<file path="src/hw/rtl/lsfc_ram.sv">
`timescale 1ns / 1ps
// ----------------------------------------------------------------------------
// lsfc_ram
// generic single write port, single read port ram with registered read
// ----------------------------------------------------------------------------
module lsfc_ram #(
	parameter int WIDTH = 8,
	parameter int DEPTH = 16
) (
	input  logic                     clk,
	input  logic                     we,
	input  logic [$clog2(DEPTH)-1:0] waddr,
	input  logic [WIDTH-1:0]         wdata,
	input  logic                     re,
	input  logic [$clog2(DEPTH)-1:0] raddr,
	output logic [WIDTH-1:0]         rdata
);

	logic [WIDTH-1:0] mem_q [DEPTH];

	always_ff @(posedge clk) begin
		if (we) begin
			mem_q[waddr] <= wdata;
		end
		if (re) begin
			rdata <= mem_q[raddr];
		end
	end

endmodule

</file>
<file path="config.mk">
export PLATFORM = sky130hd
export DESIGN_NAME = lsfc_ram
export DESIGN_NICKNAME = d
export VERILOG_FILES = /design/src/hw/rtl/lsfc_ram.sv
export SDC_FILE = /design/constraint.sdc
export NUM_CORES = 1
export LEC_CHECK = 0
export BUFFER_PORTS_ARGS = -buffer_cell sky130_fd_sc_hd__buf_4
export CELL_PAD_IN_SITES_DETAIL_PLACEMENT = 0
export CELL_PAD_IN_SITES_GLOBAL_PLACEMENT = 1
export CORE_UTILIZATION = 50
export CTS_CLUSTER_SIZE = 30
export DETAILED_ROUTE_END_ITERATION = 7
export PLACE_DENSITY = 0.73
export REMOVE_ABC_BUFFERS = 1
export SLEW_MARGIN = 15
export SYNTH_ARGS = -nofsm -noshare
export SYNTH_HDL_FRONTEND = slang
export SYNTH_SLANG_ARGS = --single-unit
</file>
<file path="constraint.sdc">
create_clock -name clk -period 2.2 [get_ports clk]
set_input_delay 0.44 -clock clk [delete_from_list [all_inputs] [get_ports clk]]
set_output_delay 0.44 -clock clk [all_outputs]
set_load 0.02 [all_outputs]
</file>
==> impl_results.rst <==
.. list-table::
   :header-rows: 1

   * - Metric
     - Value
   * - Transition at the pin with the smallest max-transition slack
     - 641 ps
   * - Max-cap violations
     - 0
   * - Register area
     - 4080 µm²
   * - Worst vdd ir
     - 0.475 mV
   * - FF-to-FF setup slack
     - 740 ps
   * - #FFs+latches synth
     - 136
   * - Startpoint of the worst hold path
     - wdata[2]
   * - Kind of critical path
     - flop to output pin
   * - Clock tree from TritonCTS
     - yes
   * - Metal-1 WL
     - 3950 µm
   * - Placed instance area
     - 5690 µm²
   * - Slowest cell delay on critical path
     - 420 ps
   * - Fin Setup TNS
     - 0 ps
   * - Insertion delay to the later sink of the worst-skew pair
     - 510 ps
   * - Number of CTS-inserted buffers
     - 17
   * - Arrival @ worst endpoint
     - 1100 ps
   * - Mapped Avg Cell Area
     - 22.8 µm²
   * - Share of final-layout standard cells stronger than drive strength 1
     - 31.3%
   * - Residual DRC count
     - 0
   * - Final clock skew
     - 12.1 ps
   * - Most common cell after layout, fill and taps aside
     - sky130_fd_sc_hd__edfxtp_1
   * - Floorplan die area
     - 10900 µm²
   * - Routed wl met3
     - 523 µm
   * - Clock Power Share
     - 44.5%
   * - Static Leakage
     - 2.12 nW
   * - Post-synthesis instance total
     - 229
   * - Hold Path Sink
     - mem_q[8][2]
   * - Slowest stage cell, crit path
     - sky130_fd_sc_hd__edfxtp_1
   * - Chip Height
     - 104 µm
   * - Fin area
     - 6240 µm²
   * - Fraction of power spent switching nets
     - 20.2%
   * - Worst Setup End Kind
     - output pin
   * - Filler instances
     - 683
   * - Worst slack, placed
     - 260 ps
   * - Global-route wire length before repair
     - 14400 µm
   * - Final antenna diode count
     - 0
   * - Post-synthesis sequential area ratio
     - 78.1%
   * - Routed wire length
     - 9410 µm
   * - Portion of the clock cycle consumed by the worst path in the final layout
     - 70.0%
   * - Largest net degree at the start of global routing
     - 19
   * - Net total in the final layout
     - 303
   * - Final hold vios
     - 0
   * - Hold-fix buffers at CTS
     - 0
   * - Clk pin slew, worst setup/hold paths
     - 60 ps
   * - Master cell of the clock root buffer
     - sky130_fd_sc_hd__clkbuf_8
   * - Initial DRC count
     - 159
   * - Count of clock tree sinks
     - 136
   * - Buffers added on ports
     - 26
   * - Post-detailed-route count of antenna-violating nets
     - 0
   * - Reg2reg start
     - mem_q[2][0]
   * - Highest routed metal layer
     - met4
   * - R2R depth
     - 3
   * - Unrepaired setup endpoints after global routing
     - no
   * - Gate power share
     - 5.1%
   * - Final weighted congestion in routability-driven placement
     - 0.719
   * - Final Non-Filler Cells
     - 430
   * - Post-CTS setup buffer count
     - 0
   * - Num ports
     - 27
   * - Cells along the critical path
     - buf_4
   * - All-Layer GR Usage
     - 19.0%
   * - Count of different cell masters after synthesis
     - 18
   * - Number of instances in the placed design
     - 398
   * - Final number of max-transition violations
     - 0
   * - Max Fanout on Critical Path
     - 1
   * - Least setup slack across all paths after layout
     - 659 ps
   * - Dpl hpwl
     - 5950 µm
   * - Top library cells by usage in the layout, fill and taps aside
     - 136 x sky130_fd_sc_hd__edfxtp_1, 43 x sky130_fd_sc_hd__buf_4, 18 x sky130_fd_sc_hd__mux4_2
   * - Synth-to-layout area growth
     - 19.4%
   * - Req. time, crit path
     - 1760 ps
   * - Type of the worst min-delay path
     - input pin to flop
   * - Site row count
     - 36
   * - TritonRoute pass-1 iters
     - 4
   * - Post-detailed-route wirelength per cell
     - 21.9 µm
   * - Worst path bufs/invs
     - 1
   * - Startpoint type of the worst setup path
     - flop
   * - Remaining global-route overflow
     - 0
   * - Switch Pwr
     - 1.17 mW
   * - Number of stages on the worst setup path
     - 1
   * - Setup violators final
     - 0
   * - Initial cell density of the core
     - 52.5%
   * - Count of cells along the worst hold path
     - 1
   * - Horiz. Die Dim
     - 104 µm
   * - H-tree levels
     - 4
   * - Highest Clock Rate
     - 0.649 GHz
   * - Areal power density over the cells
     - 933 nW/µm²
   * - Syn. warnings
     - 0
   * - Number of buffers on the longest clock path
     - 2
   * - Worst path top cell family by delay
     - flip-flops
   * - Number of antenna violations at the first check in global routing
     - 0
   * - Crit path time final
     - 1540 ps
   * - Design internal power
     - 4.65 mW
   * - Worst hold margin
     - 227 ps
   * - Routed wire length on met2
     - 4850 µm
   * - Vias per cell
     - 5.67
   * - Total area of multi-input combinational cells
     - 1060 µm²
   * - Netlist area before placement
     - 5230 µm²
   * - Core area
     - 9950 µm²
   * - Slew HR
     - 57.1%
   * - Sequential fraction of design power
     - 50.4%
   * - R2r endpoint
     - rdata[0]
   * - Outcome
     - complete, no violations
   * - Number of global-route vias before repair
     - 2491
   * - Count of cells resized by post-cts repair
     - 0
   * - DR vias
     - 2440
-- registers in the layout, indices dropped and copies added, names as in the netlist --
| signal | count |
|---|---|
| rdata | 8 |
| mem_q | 128 |
-- stage by stage --
step           total power [mW]  utilization, %
2_1_floorplan              3.12               -
3_3_place_gp               3.28            57.2
3_5_place_dp               3.29            57.2
4_1_cts                    5.86            62.7
5_1_grt                    6.00            62.7
6_report                   5.82            62.7
-- layout make-up --
| class | instances | share of cell area (%) |
|---|---|---|
| sequential | 136 | 65.4 |
| tap | 133 | 2.67 |
| multi-input combinational | 83 | 16.9 |
| clock buffer | 18 | 6.69 |
| clock inverter | 14 | 2.14 |
| timing repair buffer | 46 | 6.13 |
-- cells in the mapped netlist --
cell type	n	area, µm²
sky130_fd_sc_hd__nand2b_1	2	12.5
sky130_fd_sc_hd__nor2b_1	1	6.26
sky130_fd_sc_hd__or3b_2	1	8.76
sky130_fd_sc_hd__buf_2	3	15.0
sky130_fd_sc_hd__nand2_1	9	33.8
sky130_fd_sc_hd__and2_1	1	6.26
sky130_fd_sc_hd__nor2_1	13	48.8
sky130_fd_sc_hd__clkdlybuf4s25_2	3	30.0
sky130_fd_sc_hd__nand3_1	1	5.00
sky130_fd_sc_hd__and2b_1	1	7.51
sky130_fd_sc_hd__buf_4	1	7.51
sky130_fd_sc_hd__nand3b_1	2	15.0
sky130_fd_sc_hd__mux4_2	18	405
sky130_fd_sc_hd__mux4_1	14	368
sky130_fd_sc_hd__edfxtp_1	136	4080
sky130_fd_sc_hd__buf_6	3	33.8
sky130_fd_sc_hd__a22oi_1	16	120
sky130_fd_sc_hd__nor3_1	4	20.0
-- worst max path at each step --
stage                         from           to  slack, ps
after floorplan           waddr[2]  mem_q[0][0]        270
after global placement    raddr[0]     rdata[0]        270
after detailed placement  raddr[0]     rdata[0]        260
after CTS                 rdata[1]     rdata[1]        640
after global routing      rdata[1]     rdata[1]        630
final                     rdata[1]     rdata[1]        660
-- power by group through the flow --
stage	combinational, mW	sequential [mW]	clock [mW]
final	0.295	2.94	2.59
after global routing	0.319	2.94	2.74
after CTS	0.303	2.94	2.63
after detailed placement	0.301	2.99	0
after global placement	0.296	2.99	0
after floorplan	0.116	3.00	0
-- per-layer routing --
metal / up-vias / global-route usage [%]
li1: 1095 / -
met1: 1259 / 24.2
met2: 79 / 31.6
met3: 7 / 4.64
met4: 0 / 7.65
met5: - / 0
-- kinds of logic (layout without fill, tap and decap cells) --
| logic type | count (synthesis) | after routing | share of synthesized area (%) |
|---|---|---|---|
| DFF | 136 | 136 | 78.1 |
| and+or+nand+nor | 35 | 35 | 3.14 |
| muxes | 32 | 32 | 14.8 |
| AOI/OAI and AO/OA | 16 | 16 | 2.30 |
| buffers and inverters | 10 | 78 | 1.65 |
-- worst reg2reg max path, cell delays in order, from the launching register on --
cell                       delay (ps)
sky130_fd_sc_hd__edfxtp_1         360
sky130_fd_sc_hd__mux4_1           500
sky130_fd_sc_hd__a22oi_1          270
sky130_fd_sc_hd__nand2_1           80
(Power assumes the default switching activity.)
